--- src/rtl/bawt_pkg.sv ---
// Shared types and constants for the block average with trend.
// Field widths, default parameter values and the lane control struct.
// No dependencies.
package bawt_pkg;

  // Sample and average field widths
  localparam int TEMP_W = 15;
  localparam int PRES_W = 17;
  localparam int HUM_W  = 14;

  // Trend field widths
  localparam int TREND_T_W = 15;
  localparam int TREND_P_W = 18;
  localparam int TREND_H_W = 15;

  // Default block size and history depth
  localparam int SAMPLES_PER_BLOCK_DEF = 16;
  localparam int HISTORY_DEPTH_DEF     = 8;

  // Pipeline enables shared by the lanes and the merge stage
  typedef struct packed {
    logic acc_en;    // input beat accepted, accumulate
    logic blk_load;  // last sample of a block accepted, capture block sum
    logic q_load;    // block sum moves into the divide stage
    logic out_load;  // quotients move into the output register
  } ctl_t;

endpackage

--- src/rtl/bawt_ctrl.sv ---
// Pipeline control for the block average with trend: sample counter, stage
// occupancy, handshake and the enables for the lanes and merge stage.
// Depends on bawt_pkg.
module bawt_ctrl
  import bawt_pkg::*;
#(
  parameter int SAMPLES_PER_BLOCK = SAMPLES_PER_BLOCK_DEF
) (
  input  logic clk,
  input  logic rst,
  input  logic in_valid,
  output logic in_stall,
  output logic out_valid,
  input  logic out_stall,
  output ctl_t ctl
);

  localparam int IDX_W = $clog2(SAMPLES_PER_BLOCK);

  logic [IDX_W-1:0] sample_index;
  logic             valid_a;
  logic             valid_b;
  logic             last_sample;

  // Stage enables, from the output back to the input
  always_comb begin
    ctl.out_load = valid_b && (!out_valid || !out_stall);
    ctl.q_load   = valid_a && (!valid_b || ctl.out_load);
    in_stall     = valid_a && !ctl.q_load;
    ctl.acc_en   = in_valid && !in_stall;
    last_sample  = (sample_index == IDX_W'(SAMPLES_PER_BLOCK - 1));
    ctl.blk_load = ctl.acc_en && last_sample;
  end

  // Count samples within the block
  always_ff @(posedge clk) begin
    if (rst) begin
      sample_index <= '0;
    end else if (ctl.acc_en) begin
      if (last_sample) begin
        sample_index <= '0;
      end else begin
        sample_index <= sample_index + IDX_W'(1);
      end
    end
  end

  // Track stage occupancy
  always_ff @(posedge clk) begin
    if (rst) begin
      valid_a   <= 1'b0;
      valid_b   <= 1'b0;
      out_valid <= 1'b0;
    end else begin
      if (ctl.blk_load) begin
        valid_a <= 1'b1;
      end else if (ctl.q_load) begin
        valid_a <= 1'b0;
      end
      if (ctl.q_load) begin
        valid_b <= 1'b1;
      end else if (ctl.out_load) begin
        valid_b <= 1'b0;
      end
      if (ctl.out_load) begin
        out_valid <= 1'b1;
      end else if (!out_stall) begin
        out_valid <= 1'b0;
      end
    end
  end

`ifndef SYNTH
  // A captured block sum is never overwritten before it moves on
  assert property (@(posedge clk) disable iff (rst)
    ctl.blk_load |-> (!valid_a || ctl.q_load))
    else $error("block sum overwritten");

  // A held block sum stays held
  assert property (@(posedge clk) disable iff (rst)
    (valid_a && !ctl.q_load) |=> valid_a)
    else $error("block sum lost");

  // A stalled result stays on offer
  assert property (@(posedge clk) disable iff (rst)
    (out_valid && out_stall) |=> out_valid)
    else $error("result dropped under stall");

  // The sample counter stays within the block
  assert property (@(posedge clk) disable iff (rst)
    sample_index <= IDX_W'(SAMPLES_PER_BLOCK - 1))
    else $error("sample counter out of range");
`endif

endmodule

--- src/rtl/bawt_lane.sv ---
// One channel lane: running sum, block capture and floor division by the
// block size as a multiplication by a reciprocal. Depends on bawt_pkg.
module bawt_lane
  import bawt_pkg::*;
#(
  parameter int SAMPLES_PER_BLOCK = SAMPLES_PER_BLOCK_DEF,
  parameter int IN_W              = TEMP_W,
  parameter bit SIGNED_IN         = 1'b0
) (
  input  logic            clk,
  input  logic            rst,
  input  ctl_t            ctl,
  input  logic [IN_W-1:0] sample,
  output logic [IN_W-1:0] avg
);

  // Signed sums carry a bias of SAMPLES_PER_BLOCK * 2^(IN_W-1) so that the
  // divider only sees non-negative values; the bias divides out exactly.
  localparam int LOG_D = $clog2(SAMPLES_PER_BLOCK);
  localparam int SW    = IN_W + LOG_D;
  localparam int K     = SW + LOG_D;
  localparam int MW    = SW + 1;
  localparam int PW    = SW + MW;
  localparam longint unsigned RECIP =
    ((64'd1 << K) + 64'(SAMPLES_PER_BLOCK) - 64'd1) / 64'(SAMPLES_PER_BLOCK);
  localparam logic [SW-1:0] BIAS =
    SIGNED_IN ? (SW'(SAMPLES_PER_BLOCK) << (IN_W - 1)) : '0;

  logic [SW-1:0]   sum;
  logic [SW-1:0]   blk;
  logic [SW-1:0]   acc_sum;
  logic [SW-1:0]   x_ext;
  logic            ext_bit;
  logic [PW-1:0]   prod;
  logic [IN_W-1:0] quot;

  // Extend the sample and add it to the running sum
  always_comb begin
    ext_bit = SIGNED_IN && sample[IN_W-1];
    x_ext   = {{LOG_D{ext_bit}}, sample};
    acc_sum = sum + x_ext;
  end

  // Accumulate; restart from the bias at the end of each block
  always_ff @(posedge clk) begin
    if (rst) begin
      sum <= BIAS;
    end else if (ctl.acc_en) begin
      if (ctl.blk_load) begin
        sum <= BIAS;
      end else begin
        sum <= acc_sum;
      end
    end
  end

  // Capture the finished block sum
  always_ff @(posedge clk) begin
    if (ctl.blk_load) begin
      blk <= acc_sum;
    end
  end

  // Divide by the block size: multiply by the rounded-up reciprocal
  assign prod = PW'(blk) * PW'(RECIP);

  always_ff @(posedge clk) begin
    if (ctl.q_load) begin
      quot <= prod[K +: IN_W];
    end
  end

  // Remove the bias: for signed lanes it is the top bit of the quotient
  assign avg = quot ^ {SIGNED_IN, {(IN_W - 1){1'b0}}};

endmodule

--- src/rtl/bawt_merge.sv ---
// Merge stage: combines the three lane averages with the previous block's
// averages into trends, keeps the history count and holds the result beat.
// Depends on bawt_pkg.
module bawt_merge
  import bawt_pkg::*;
#(
  parameter int HISTORY_DEPTH = HISTORY_DEPTH_DEF
) (
  input  logic                                   clk,
  input  logic                                   rst,
  input  ctl_t                                   ctl,
  input  logic [TEMP_W-1:0]                      lane_temperature,
  input  logic [PRES_W-1:0]                      lane_pressure,
  input  logic [HUM_W-1:0]                       lane_humidity,
  output logic signed [TEMP_W-1:0]               avg_temperature,
  output logic [PRES_W-1:0]                      avg_pressure,
  output logic [HUM_W-1:0]                       avg_humidity,
  output logic signed [TREND_T_W-1:0]            trend_temperature,
  output logic signed [TREND_P_W-1:0]            trend_pressure,
  output logic signed [TREND_H_W-1:0]            trend_humidity,
  output logic                                   trend_valid,
  output logic [$clog2(HISTORY_DEPTH+1)-1:0]     history_count
);

  localparam int CW = $clog2(HISTORY_DEPTH + 1);

  logic [CW-1:0]          stored_count;
  logic [CW-1:0]          stored_count_next;
  logic                   have_prev;
  logic [TEMP_W-1:0]      last_temperature;
  logic [PRES_W-1:0]      last_pressure;
  logic [HUM_W-1:0]       last_humidity;
  logic [TEMP_W:0]        diff_t;
  logic [PRES_W:0]        diff_p;
  logic [HUM_W:0]         diff_h;
  logic [TREND_T_W-1:0]   trend_t_next;
  logic [TREND_P_W-1:0]   trend_p_next;
  logic [TREND_H_W-1:0]   trend_h_next;

  // Form the trends; temperature saturates to its field
  always_comb begin
    have_prev = (stored_count != '0);
    diff_t = {lane_temperature[TEMP_W-1], lane_temperature}
           - {last_temperature[TEMP_W-1], last_temperature};
    diff_p = {1'b0, lane_pressure} - {1'b0, last_pressure};
    diff_h = {1'b0, lane_humidity} - {1'b0, last_humidity};
    if (!have_prev) begin
      trend_t_next = '0;
      trend_p_next = '0;
      trend_h_next = '0;
    end else begin
      if (diff_t[TEMP_W] != diff_t[TEMP_W-1]) begin
        trend_t_next = {diff_t[TEMP_W], {(TREND_T_W - 1){~diff_t[TEMP_W]}}};
      end else begin
        trend_t_next = diff_t[TREND_T_W-1:0];
      end
      trend_p_next = diff_p;
      trend_h_next = diff_h;
    end
    if (stored_count == CW'(HISTORY_DEPTH)) begin
      stored_count_next = stored_count;
    end else begin
      stored_count_next = stored_count + CW'(1);
    end
  end

  // Saturating history count
  always_ff @(posedge clk) begin
    if (rst) begin
      stored_count <= '0;
    end else if (ctl.out_load) begin
      stored_count <= stored_count_next;
    end
  end

  // Hold the result beat and remember this block's averages
  always_ff @(posedge clk) begin
    if (ctl.out_load) begin
      avg_temperature   <= lane_temperature;
      avg_pressure      <= lane_pressure;
      avg_humidity      <= lane_humidity;
      trend_temperature <= trend_t_next;
      trend_pressure    <= trend_p_next;
      trend_humidity    <= trend_h_next;
      trend_valid       <= have_prev;
      history_count     <= stored_count_next;
      last_temperature  <= lane_temperature;
      last_pressure     <= lane_pressure;
      last_humidity     <= lane_humidity;
    end
  end

endmodule

--- src/rtl/block_average_with_trend.sv ---
// Block average with trend: one sample beat per cycle unless the input stalls,
// one result beat per SAMPLES_PER_BLOCK samples. A closed block's result passes
// the capture, divide multiply and merge registers. The input stalls only
// when a captured block, a quotient and a waiting result are all held.
// Reset clears the sums, sample counter and history count; no clearing pass.
// Depends on bawt_pkg, bawt_ctrl, bawt_lane and bawt_merge.
module block_average_with_trend
  import bawt_pkg::*;
#(
  parameter int SAMPLES_PER_BLOCK = SAMPLES_PER_BLOCK_DEF,
  parameter int HISTORY_DEPTH     = HISTORY_DEPTH_DEF
) (
  input  logic                               clk,
  input  logic                               rst,
  input  logic                               in_valid,
  output logic                               in_stall,
  input  logic signed [TEMP_W-1:0]           temperature,
  input  logic [PRES_W-1:0]                  pressure,
  input  logic [HUM_W-1:0]                   humidity,
  output logic                               out_valid,
  input  logic                               out_stall,
  output logic signed [TEMP_W-1:0]           avg_temperature,
  output logic [PRES_W-1:0]                  avg_pressure,
  output logic [HUM_W-1:0]                   avg_humidity,
  output logic signed [TREND_T_W-1:0]        trend_temperature,
  output logic signed [TREND_P_W-1:0]        trend_pressure,
  output logic signed [TREND_H_W-1:0]        trend_humidity,
  output logic                               trend_valid,
  output logic [$clog2(HISTORY_DEPTH+1)-1:0] history_count
);

  ctl_t              ctl;
  logic [TEMP_W-1:0] lane_temperature;
  logic [PRES_W-1:0] lane_pressure;
  logic [HUM_W-1:0]  lane_humidity;

  // Handshake and stage enables
  bawt_ctrl #(
    .SAMPLES_PER_BLOCK(SAMPLES_PER_BLOCK)
  ) u_ctrl (
    .clk      (clk),
    .rst      (rst),
    .in_valid (in_valid),
    .in_stall (in_stall),
    .out_valid(out_valid),
    .out_stall(out_stall),
    .ctl      (ctl)
  );

  // One lane per channel
  bawt_lane #(
    .SAMPLES_PER_BLOCK(SAMPLES_PER_BLOCK),
    .IN_W             (TEMP_W),
    .SIGNED_IN        (1'b1)
  ) u_lane_temperature (
    .clk   (clk),
    .rst   (rst),
    .ctl   (ctl),
    .sample(temperature),
    .avg   (lane_temperature)
  );

  bawt_lane #(
    .SAMPLES_PER_BLOCK(SAMPLES_PER_BLOCK),
    .IN_W             (PRES_W),
    .SIGNED_IN        (1'b0)
  ) u_lane_pressure (
    .clk   (clk),
    .rst   (rst),
    .ctl   (ctl),
    .sample(pressure),
    .avg   (lane_pressure)
  );

  bawt_lane #(
    .SAMPLES_PER_BLOCK(SAMPLES_PER_BLOCK),
    .IN_W             (HUM_W),
    .SIGNED_IN        (1'b0)
  ) u_lane_humidity (
    .clk   (clk),
    .rst   (rst),
    .ctl   (ctl),
    .sample(humidity),
    .avg   (lane_humidity)
  );

  // Trends, history count and the result register
  bawt_merge #(
    .HISTORY_DEPTH(HISTORY_DEPTH)
  ) u_merge (
    .clk              (clk),
    .rst              (rst),
    .ctl              (ctl),
    .lane_temperature (lane_temperature),
    .lane_pressure    (lane_pressure),
    .lane_humidity    (lane_humidity),
    .avg_temperature  (avg_temperature),
    .avg_pressure     (avg_pressure),
    .avg_humidity     (avg_humidity),
    .trend_temperature(trend_temperature),
    .trend_pressure   (trend_pressure),
    .trend_humidity   (trend_humidity),
    .trend_valid      (trend_valid),
    .history_count    (history_count)
  );

endmodule

--- config.mk ---
export PLATFORM = sky130hd
export DESIGN_NAME = block_average_with_trend
export DESIGN_NICKNAME = d
export VERILOG_FILES = /design/src/rtl/bawt_pkg.sv /design/src/rtl/bawt_ctrl.sv /design/src/rtl/bawt_lane.sv /design/src/rtl/bawt_merge.sv /design/src/rtl/block_average_with_trend.sv
export SDC_FILE = /design/constraint.sdc
export NUM_CORES = 1
export LEC_CHECK = 0
export ABC_AREA = 0
export BUFFER_PORTS_ARGS = -buffer_cell sky130_fd_sc_hd__buf_4
export CORE_MARGIN = 1
export CORE_UTILIZATION = 52
export DETAILED_ROUTE_END_ITERATION = 6
export PLACE_DENSITY_LB_ADDON = 0.2
export SLEW_MARGIN = 25
export SYNTH_ARGS = -nofsm -noshare
export SYNTH_HDL_FRONTEND = slang
export SYNTH_SLANG_ARGS = --single-unit
export TNS_END_PERCENT = 30
--- constraint.sdc ---
create_clock -name clk -period 8.13 [get_ports clk]
set_clock_uncertainty 0.1 [all_clocks]
set_input_delay 1.2195 -clock clk [delete_from_list [all_inputs] [get_ports clk]]
set_output_delay 1.2195 -clock clk [all_outputs]
set_load 0.05 [all_outputs]
# After elaboration in Yosys (flattened, before gate mapping)
# Index checks and enable logic that the tools add are counted.
[word_totals]
register_bits = 272
word_cells = 63
inputBits = 50
output_inout_bits = 101
[op_classes]
n_eq_ne = 4
n_bitwise = 2
n_mux = 12
n_reduce_logical = 15
n_addsub = 8
[op_table]
columns = ["cell", "count"]
rows = [
  ["21-bit by 17-bit adder with 21-bit output", 1],
  ["21-bit 2-to-1 mux", 1],
  ["19-bit adder", 1],
  ["19-bit 2-to-1 mux", 1],
  ["18-bit by 14-bit adder with 18-bit output", 1],
  ["18-bit 2-to-1 mux", 1],
  ["17-bit by 17-bit subtractor with 18-bit output", 1],
  ["15-bit by 15-bit subtractor with 16-bit output", 1],
  ["15-bit 2-to-1 mux", 1],
  ["14-bit by 14-bit subtractor with 15-bit output", 1],
  ["4-bit by 1-bit adder with 4-bit output, second input constant", 2],
  ["4-bit == test, second input constant", 2],
  ["4-bit 2-to-1 mux", 2],
  ["1-bit 2-to-1 mux", 6],
  ["1-bit logical AND", 5],
  ["1-bit zero test", 5],
  ["2-bit nonzero test", 2],
  ["4-bit nonzero test", 1],
  ["1-bit logical OR", 2],
  ["2-bit by 1-bit != test with 1-bit output, second input constant", 1],
  ["1-bit NOT", 2],
  ["1-bit != test", 1],
]

# Depth between registers and ports, before layout
# Gate-level depths: netlist of run 1.
[depth]
ltp_word = 11
ltp_mapped = 13
depth_no_buf = 12

# Hierarchy
# A second synthesis of run 1 with hierarchy kept.
[unflattened]
cells_unflattened = 1294
hier_area_um2 = 14248.7
[by_module_without_submodules]
columns = ["module", "seq_area_each_um2", "area_each_um2", "n_inst", "cells_per_inst"]
rows = [
  ["bawt_merge", 3052.9, 6120.9, 1, 540],
  ["bawt_lane at u_lane_pressure", 1441.4, 2732.6, 1, 247],
  ["bawt_lane at u_lane_temperature", 1281.2, 2686.3, 1, 250],
  ["bawt_lane at u_lane_humidity", 1201.2, 2366.0, 1, 218],
  ["bawt_ctrl", 140.1, 342.8, 1, 39],
]

# Worst setup path after synthesis of run 1
# OpenSTA, ideal clock, no wires.
[synth_path]
path_kind = "input to register"
from = "input out_stall"
to = "register u_merge.stored_count[0]"
cell_stages = 4
arrival_ns = 6.775
n_path_buf = 0
path_slack_ns = 1.127
path_cell_list = "a21boi_1 -> nand2_1 -> xnor2_1 -> nor2_1"
[synth_between]
elab_chain_cells = 3
[synth_rtl]
columns = ["item", "line_no", "source"]
rows = [
  ["start, declared", "block_average_with_trend.sv:21", "input logic out_stall,"],
  ["1-bit zero test", "bawt_ctrl.sv:27", "ctl.out_load = valid_b && (!out_valid || !out_stall);"],
  ["1-bit logical OR", "bawt_ctrl.sv:27", ""],
  ["1-bit logical AND", "bawt_ctrl.sv:27", ""],
  ["end signal, assigned", "bawt_merge.sv:72", "stored_count <= stored_count_next;"],
  ["end, declared", "bawt_merge.sv:27", "logic [CW-1:0] stored_count;"],
]
# Every way passes these cells.
# A chain may end at the register's enable or synchronous reset.

# Worst setup path in the final report of run 1
[layout_path]
from = "input temperature[0]"
to = "register u_lane_temperature.blk[18] (data pin)"
[layout_between]
elab_chain_cells = 1
[layout_rtl]
columns = ["item", "line_no", "source"]
rows = [
  ["start, declared", "block_average_with_trend.sv:17", "input logic signed [TEMP_W-1:0] temperature,"],
  ["19-bit adder", "bawt_lane.sv:41", "acc_sum = sum + x_ext;"],
  ["named net u_lane_temperature.acc_sum[18]", "bawt_lane.sv:31", "logic [SW-1:0] acc_sum;"],
  ["end signal, assigned", "bawt_lane.sv:60", "blk <= acc_sum;"],
  ["end, declared", "bawt_lane.sv:30", "logic [SW-1:0] blk;"],
]
# The timed path passes the listed nets, and every way through them passes these cells.

==> results of run 1 <==
-- placed cells by master (no fill, tap or decap), types with 25 or more instances in the layout --
cell type	count
a21o_1	35
a21oi_1	85
buf_4	159
clkbuf_16	27
dfxtp_1	69
edfxtp_1	191
ha_1	98
inv_1	75
nand2_1	67
nand3_1	25
nor2_1	113
o21a_1	32
o21ai_0	43
xnor2_1	51
xor2_1	29
-- stage by stage --
stage / std cells / hold slack (ns)
final: 1697 / 0.318
after detailed placement: 1648 / 0.305
after global placement: 1648 / 0.303
after CTS: 1697 / 0.319
after global routing: 1697 / 0.327
after floorplan: 1192 / 0.300
-- layout make-up --
type	instances	area share, %
sequential	260	45.5
timing repair buffer	159	7.63
multi-input combinational	823	37.0
clock buffer	29	4.37
clock inverter	20	1.06
tap	330	2.64
inverter	76	1.82
-- metal layers --
| layer | GRT usage, % | part of all wire [%] |
|---|---|---|
| met1 | 30.2 | 50 |
| met2 | 31.5 | 42 |
| met3 | 2.78 | 5.5 |
| met4 | 5.15 | 1.8 |
| met5 | 0 | 0 |
-- final timing paths --
| check | endpoint | slack (ns) | cells past startpoint |
|---|---|---|---|
| worst max register to register | u_merge.trend_pressure[16] | 4.69 | 12 |
| worst max-delay path | u_lane_temperature.blk[18] | 4.51 | 11 |
| worst min register to register | u_lane_humidity.avg[10] | 0.32 | 0 |
| worst min-delay path | u_lane_humidity.avg[10] | 0.32 | 0 |
-- logic make-up after synthesis --
logic type,after synthesis
xor+xnor,80
buf+inv,109
mux,3
compound gates,327
flops,260
simple gates,305
fa+ha+maj,108
-- worst register-to-register path, cell delays in order (launching register included) --
cell       delay, ns
edfxtp_1        0.39
inv_1           0.07
ha_1            0.16
inv_1           0.06
fa_1            0.40
a21o_1          0.19
a21o_1          0.21
a2111oi_0       0.52
o21bai_1        0.24
a2111oi_0       0.49
o21bai_1        0.13
xnor2_1         0.15
nor2_1          0.05
-- power groups by stage --
stage | Clock, W | Sequential, W | Combinational, W
after floorplan | 0 | 0.00151 | 0.000298
after global placement | 0 | 0.00151 | 0.000385
after detailed placement | 0 | 0.00151 | 0.000393
after CTS | 0.00120 | 0.00149 | 0.000396
after global routing | 0.00125 | 0.00149 | 0.000444
final | 0.00117 | 0.00149 | 0.000397
-- state kept, by name, indices dropped and copies added (netlist names), 15 cells and up --
| name | cells |
|---|---|
| u_merge.trend_humidity | 15 |
| u_lane_pressure.sum | 21 |
| u_merge.avg_pressure | 17 |
| u_merge.avg_temperature | 15 |
| u_lane_temperature.blk | 15 |
| u_lane_pressure.avg | 17 |
| u_lane_humidity.sum | 18 |
| u_merge.trend_pressure | 18 |
| u_lane_temperature.quot | 15 |
| u_lane_pressure.blk | 17 |
| u_merge.trend_temperature | 15 |
| u_lane_temperature.sum | 19 |
==> impl_results.md, run 1 <==
* Worst setup EP type: flip-flop
* Later-pin clock latency in the skew report at approximately 0.53 ns
* Peak Freq at about 0.28 GHz
* Cts hold-fix bufs at 0
* Least-Margin Pin Slew at roughly 0.97 ns
* Switch share at about a quarter
* Routed vias/inst at approximately 5.5
* Synthesized net count at approximately 1,300
* Net count, final at around 1,500
* Post-layout power at just over 0.003 W
* Initial antenna violation count at 0
* Share of layout cells above drive strength 1 at roughly 16%
* Arr. time, crit path at 3.80 ns
* # Post-CTS Setup Buffers at 0
* Synth top area share at approximately 43%
* Simple-Gate Fraction of Synth Area at between 10% and 20%
* Clock power share at 38.3%
* Setup violators final at 0
* Post-synthesis adder-cell area fraction at 10.4%
* FF/Latch Area at about 7100 µm²
* Unrepaired setup endpoints after global routing: no
* Core area at roughly 25,000 µm²
* Post-CTS Resized at 0
* CTS tree: yes
* Area leader, netlist: edfxtp_1
* P_sw at between 0.0007 and 0.0008 W
* I/O Buffers at 150
* Setup ws final at 4.51 ns
* Main combinational cell family by area after synthesis: compound AO/OA/AOI/OAI gates
* Worst path top cell family by delay: compound AO/OA/AOI/OAI gates
* Largest net degree at the start of global routing at 81
* Htree depth at 1
* Synth Register Bits at 260
* Mux cell area share after synthesis at 0.226%
* Async set-reset flop share out of synthesis at 0%
* Status: finished clean
* Hpwl dp at between 15,000 and 20,000 µm
* Min Clock Period, post-route at between 3 and 4 ns
* Final WL at between 20,000 and 30,000 µm
* Design Area, Final at ~16,000 µm²
* Post-place setup slack at 3.97 ns
* Largest stage delay, worst path at roughly 0.52 ns
* Final Util at a little over 60%
* Worst setup path startpoint: temperature[0]
* Crit share post-route at approximately 45%
* Post-synth top cells: edfxtp_1, nor2_1, ha_1
* PD cells at 195 nW/µm²
* Worst Path Buf+Inv at 1
* Synth top area cells: edfxtp_1, dfxtp_1, ha_1
* Combinational share of power at roughly an eighth
* Worst slew margin at around a third
* Clock-pin slew on the worst setup and hold paths at 0.07 ns
* Worst r2r src: u_lane_pressure.avg[0]
* Peak supply drop at ~0.00016 V
* Number of flops mapped to enable cells by yosys at roughly 190
* WS Path Type: input pin to flip-flop
* Final RePlAce weighted congestion at 0.861
* Drt pass-1 iters at 5
* Root buffer cell: clkbuf_16
* Worst Hold Launch: u_lane_humidity.blk[14]
* Clk buf depth at 3
* Worst endpoint required time at 8.30 ns
* Die W at 162 µm
* Total CTS buffers at 27
* Most used DFF post-synth: edfxtp_1
* Slowest CP cell: o31ai_1
* Int Power at ~0.0023 W
* Share of power burned in registers at 48.7%
* Seq/Total Area, Yosys at between 50% and 60%
* Synth Area in Compound Gates at between 15 and 20%
* Initial Util at between 50% and 60%
* Total negative slack at 0 ns
* Die Y at 162 µm
* Multi-input logic area at roughly 5800 µm²
* GRT Total Usage at 20.4%
* Cells after Synth at 1,192
* Number of cell rows at 58
* Antenna viol nets, final at 0
* Post-Synth XOR/XNOR Area at about 5.3%
* GRT Residual Overflow at 0
* Leakage power at about 6.5 nW
* DRC viols at 0
* Vias in the first global route at approximately 8,600
* Syn avg cell area at between 10 and 15 µm²
* Antenna cells at 0
* Top-count cell post-synth: edfxtp_1
* Yosys cell types at 66
* Yosys Warn Count at 0
* Final hold viol count at 0
* Max-Cap Viols at 0
* Crit Path Max Fanout at 3
* WL/cell at 15.8 µm
* Die area at between 20,000 and 30,000 µm²
* Ports at about 150
* Hold crit path type: flip-flop to flip-flop
* Slew Limit Fails at 0
* Iteration-0 DRC Markers at 551
* CP Cell Sequence: buf_4, ha_1, fa_1, a21o_1, a21o_1, a21oi_1, a21oi_1, o31ai_1, mux2i_1, nand2_1, xor2_1
* Startpoint Class: input pin
* Synthesized cell area at 13,300 µm²
* Clock sinks at between 200 and 300
* Global-route wire length before repair at about 43,000 µm
* Fill cells at roughly 2,100
* Via count at between 9,000 and 10,000
* Placed inst area at 14,800 µm²
* Area growth, synth to finish at 17.6%
Power figures use the tool's default switching activity.
==> inputs of run 2 (changes only) <==
--- a/config.mk
+++ b/config.mk
@@ -5,7 +5,7 @@
 export SDC_FILE = /design/constraint.sdc
 export NUM_CORES = 1
 export LEC_CHECK = 0
-export ABC_AREA = 0
+export ABC_AREA = 1
 export BUFFER_PORTS_ARGS = -buffer_cell sky130_fd_sc_hd__buf_4
 export CORE_MARGIN = 1
 export CORE_UTILIZATION = 52
==> constraint.sdc (replaced) <==
create_clock -name clk -period 2.9 [get_ports clk]
set_clock_uncertainty 0.1 [all_clocks]
set_input_delay 0.435 -clock clk [delete_from_list [all_inputs] [get_ports clk]]
set_output_delay 0.435 -clock clk [all_outputs]
set_load 0.05 [all_outputs]
==> run 2 against run 1 <==
Sequential power rose to 2.8 times the previous value; largest cell class unchanged; final cell count up 28%; global-route usage up 2.9 points; die area up 7.2%; clock power rose to 3.1 times the previous value.
==> impl_results.md, run 2 <==
* Clock sinks at 260 (unchanged)
* Setup violators final at 0 (unchanged)
* Total negative slack at 0 ns (unchanged)
* GRT Residual Overflow at 0 (unchanged)
* Seq/Total Area, Yosys at 49.8% (-3.6 points)
* Post-layout power at 0.00905 W (+200%)
* Status: finished clean
* Cells after Synth at 1,644 (+38%)
* Slew Limit Fails at 0 (unchanged)
* CTS tree: yes
* Async set-reset flop share out of synthesis at 0% (unchanged)
* WS Path Type: flip-flop to flip-flop
* CP Cell Sequence: ha_1, inv_1, fa_1, nand2_1, nand2_1, o21ai_0, o21ai_1, nand2_1, nand2_1, nand3_1, a21oi_1, nor2_1
* Via count at 11,321 (+22%)
* Final RePlAce weighted congestion at 0.898 (+4.4%)
* Worst Path Buf+Inv at 1 (unchanged)
* Top-count cell post-synth: nand2_1
* Unrepaired setup endpoints after global routing: no
* Global-route wire length before repair at 52,700 µm (+22%)
* Ports at 151 (unchanged)
* Root buffer cell: clkbuf_16
* DRC viols at 0 (unchanged)
* Post-synth top cells: nand2_1, inv_1, edfxtp_1
* Worst slew margin at 48.2% (+13 points)
* Core area at 27,000 µm² (+7.3%)
* Crit share post-route at just over 80%
* Startpoint Class: flip-flop
* Die area at 28,100 µm² (+7.2%)
* Commonest non-fill, non-tap cell in the layout: nand2_1
* Die Y at 168 µm (+3.5%)
* Antenna viol nets, final at 0 (unchanged)
* Later-pin clock latency in the skew report at 0.55 ns (+0.02 ns)
* Worst endpoint required time at 3.09 ns (-5.21 ns)
* PD cells at 538 nW/µm² (+180%)
* Setup ws final at 0.500 ns (-4.01 ns)
* Htree depth at 1 (unchanged)
* Worst r2r src: u_merge.avg_pressure[0]
* Total CTS buffers at 28 (+3.7%)
* # Post-CTS Setup Buffers at 0 (unchanged)
* Share of layout cells above drive strength 1 at 12.8% (-3.2 points)
* Initial Util at 53.0% (about the same)
* Drt pass-1 iters at 5 (unchanged)
* Max FFs per register at 21 (unchanged)
* Routed vias/inst at 5.21 (-5.1%)
* Net count, final at 1,966 (+31%)
* Highest-count cells in the layout ignoring fill and taps: nand2_1, inv_1, edfxtp_1
* Cts hold-fix bufs at 0 (unchanged)
* Worst path top cell family by delay: compound AO/OA/AOI/OAI gates
* Clock-pin slew on the worst setup and hold paths at 0.06 ns (about the same)
* Area leader, netlist: edfxtp_1
* Largest Register: u_lane_pressure.sum
* I/O Buffers at 150 (unchanged)
* Largest regs: u_lane_pressure.sum x21, u_lane_temperature.sum x19
* Leakage power at 7.63 nW (+18%)
* Final Non-Filler Cells at 2,175 (+28%)
* Worst setup path startpoint: u_merge.avg_pressure[0]
* Worst hold slack at 0.0988 ns (-0.219 ns)
* GRT Total Usage at 23.3% (+2.9 points)
* CP dominant cell by count: nand2_1
* Placed cell count at 2,123 (+29%)
* Area growth, synth to finish at 17.9%
* Arr. time, crit path at 2.59 ns (-1.21 ns)
* Vias in the first global route at 10,473 (+21%)
* Synthesized cell area at 14,300 µm² (+7.3%)
* Synthesized net count at 1,798 (+34%)
* Most used DFF post-synth: edfxtp_1
* Yosys Warn Count at 0 (unchanged)
* Post-place setup slack at 0.410 ns (-3.56 ns)
* Hpwl dp at 24,800 µm (+28%)
* Worst Hold Launch: out_stall
* Initial antenna violation count at 0 (unchanged)
* Post-CTS Resized at 0 (unchanged)
* Number of flops mapped to enable cells by yosys at 191 (unchanged)
* Synth Register Bits at 260 (unchanged)
* Yosys cell types at 41 (-38%)
* Least-Margin Pin Slew at 0.777 ns (-0.193 ns)
* Syn avg cell area at 8.68 µm² (-22%)
* Fill cells at 2,337 (+13%)
* WL/cell at 15.0 µm (-5.1%)
* Worst setup EP type: flip-flop
* Synth top area share at 40.2% (-2.9 points)
* Clk buf depth at 3 (unchanged)
* Hold crit path type: input pin to flip-flop
* Iteration-0 DRC Markers at 777 (+41%)
* Crit Path Max Fanout at 4 (+1)
* Antenna cells at 0 (unchanged)
* Final WL at 32,600 µm (+22%)
* Max-Cap Viols at 0 (unchanged)
* Largest stage delay, worst path at 0.40 ns (-0.12 ns)
* Largest net degree at the start of global routing at 59 (-27%)
* Final hold viol count at 0 (unchanged)
* Number of cell rows at 60 (+3.4%)
* Min Clock Period, post-route at around 2.4 ns
* Synth top area cells: edfxtp_1, nand2_1, dfxtp_1
* Peak supply drop at 0.000501 V (+210%)
* Slowest CP cell: edfxtp_1
* Die W at 168 µm (+3.5%)
* Peak Freq at around 0.42 GHz
==> run 2: per-stage QoR <==
stage | area (µm²) | utilization [%]
finish | 16800 | 62.4
global route | 16800 | 62.4
CTS | 16800 | 62.4
detailed placement | 15900 | 58.9
global placement | 15900 | 58.9
floorplan | 14300 | -
==> run 2: final cells by class <==
cell class	instances	area, µm²	area share [%]
Tap cell	341	427	2.54
Sequential cell	260	7120	42.3
Clock inverter	18	198	1.17
Clock buffer	34	764	4.54
Inverter	219	822	4.88
Multi-Input combinational cell	1140	6240	37.1
Timing Repair Buffer	163	1260	7.49
==> run 2: where the power goes <==
group	total (W)	switching (W)	internal [W]
combinational	0.00124	0.000778	0.000464
sequential	0.00414	0.0000605	0.00408
clock	0.00366	0.00150	0.00216
total	0.00905	0.00234	0.00671
==> run 2: cell families (layout without fill, tap and decap cells) <==
kind of cell             after synthesis  after routing  share of synthesized area (%)
AO/OA/AOI/OAI                        260            260                           9.69
XOR/XNOR                              34             34                           2.09
adder cells (fa/ha/maj)              104            104                           9.43
buffers and inverters                244            434                           6.60
flip-flops                           260            260                           49.8
AND/OR/NAND/NOR                      742            742                           22.3
==> run 2: worst paths after layout <==
check / cells past startpoint / endpoint / slack [ns]
worst max-delay path: 12 / u_merge.trend_pressure[16] / 0.50
worst min-delay path: 3 / u_ctrl.out_valid / 0.1
worst max register to register: 12 / u_merge.trend_pressure[16] / 0.50
worst min register to register: 0 / u_lane_temperature.quot[1] / 0.32
==> run 2: layer usage <==
metal | up-vias | track usage (%) | routed length [µm]
met5 | - | 0 | 0
met4 | 0 | 4.23 | 327
met3 | 26 | 3.17 | 2000
met2 | 320 | 35.2 | 13700
met1 | 5139 | 35.9 | 16500
li1 | 5836 | - | -
==> run 2: worst register-to-register path, cell delays in order, from the launching register on <==
cell and delay (ns):
edfxtp_1 0.40, ha_1 0.23, inv_1 0.09, fa_1 0.24
nand2_1 0.09, nand2_1 0.07, o21ai_0 0.13, o21ai_1 0.30
nand2_1 0.09, nand2_1 0.10, nand3_1 0.10, a21oi_1 0.16
nor2_1 0.07
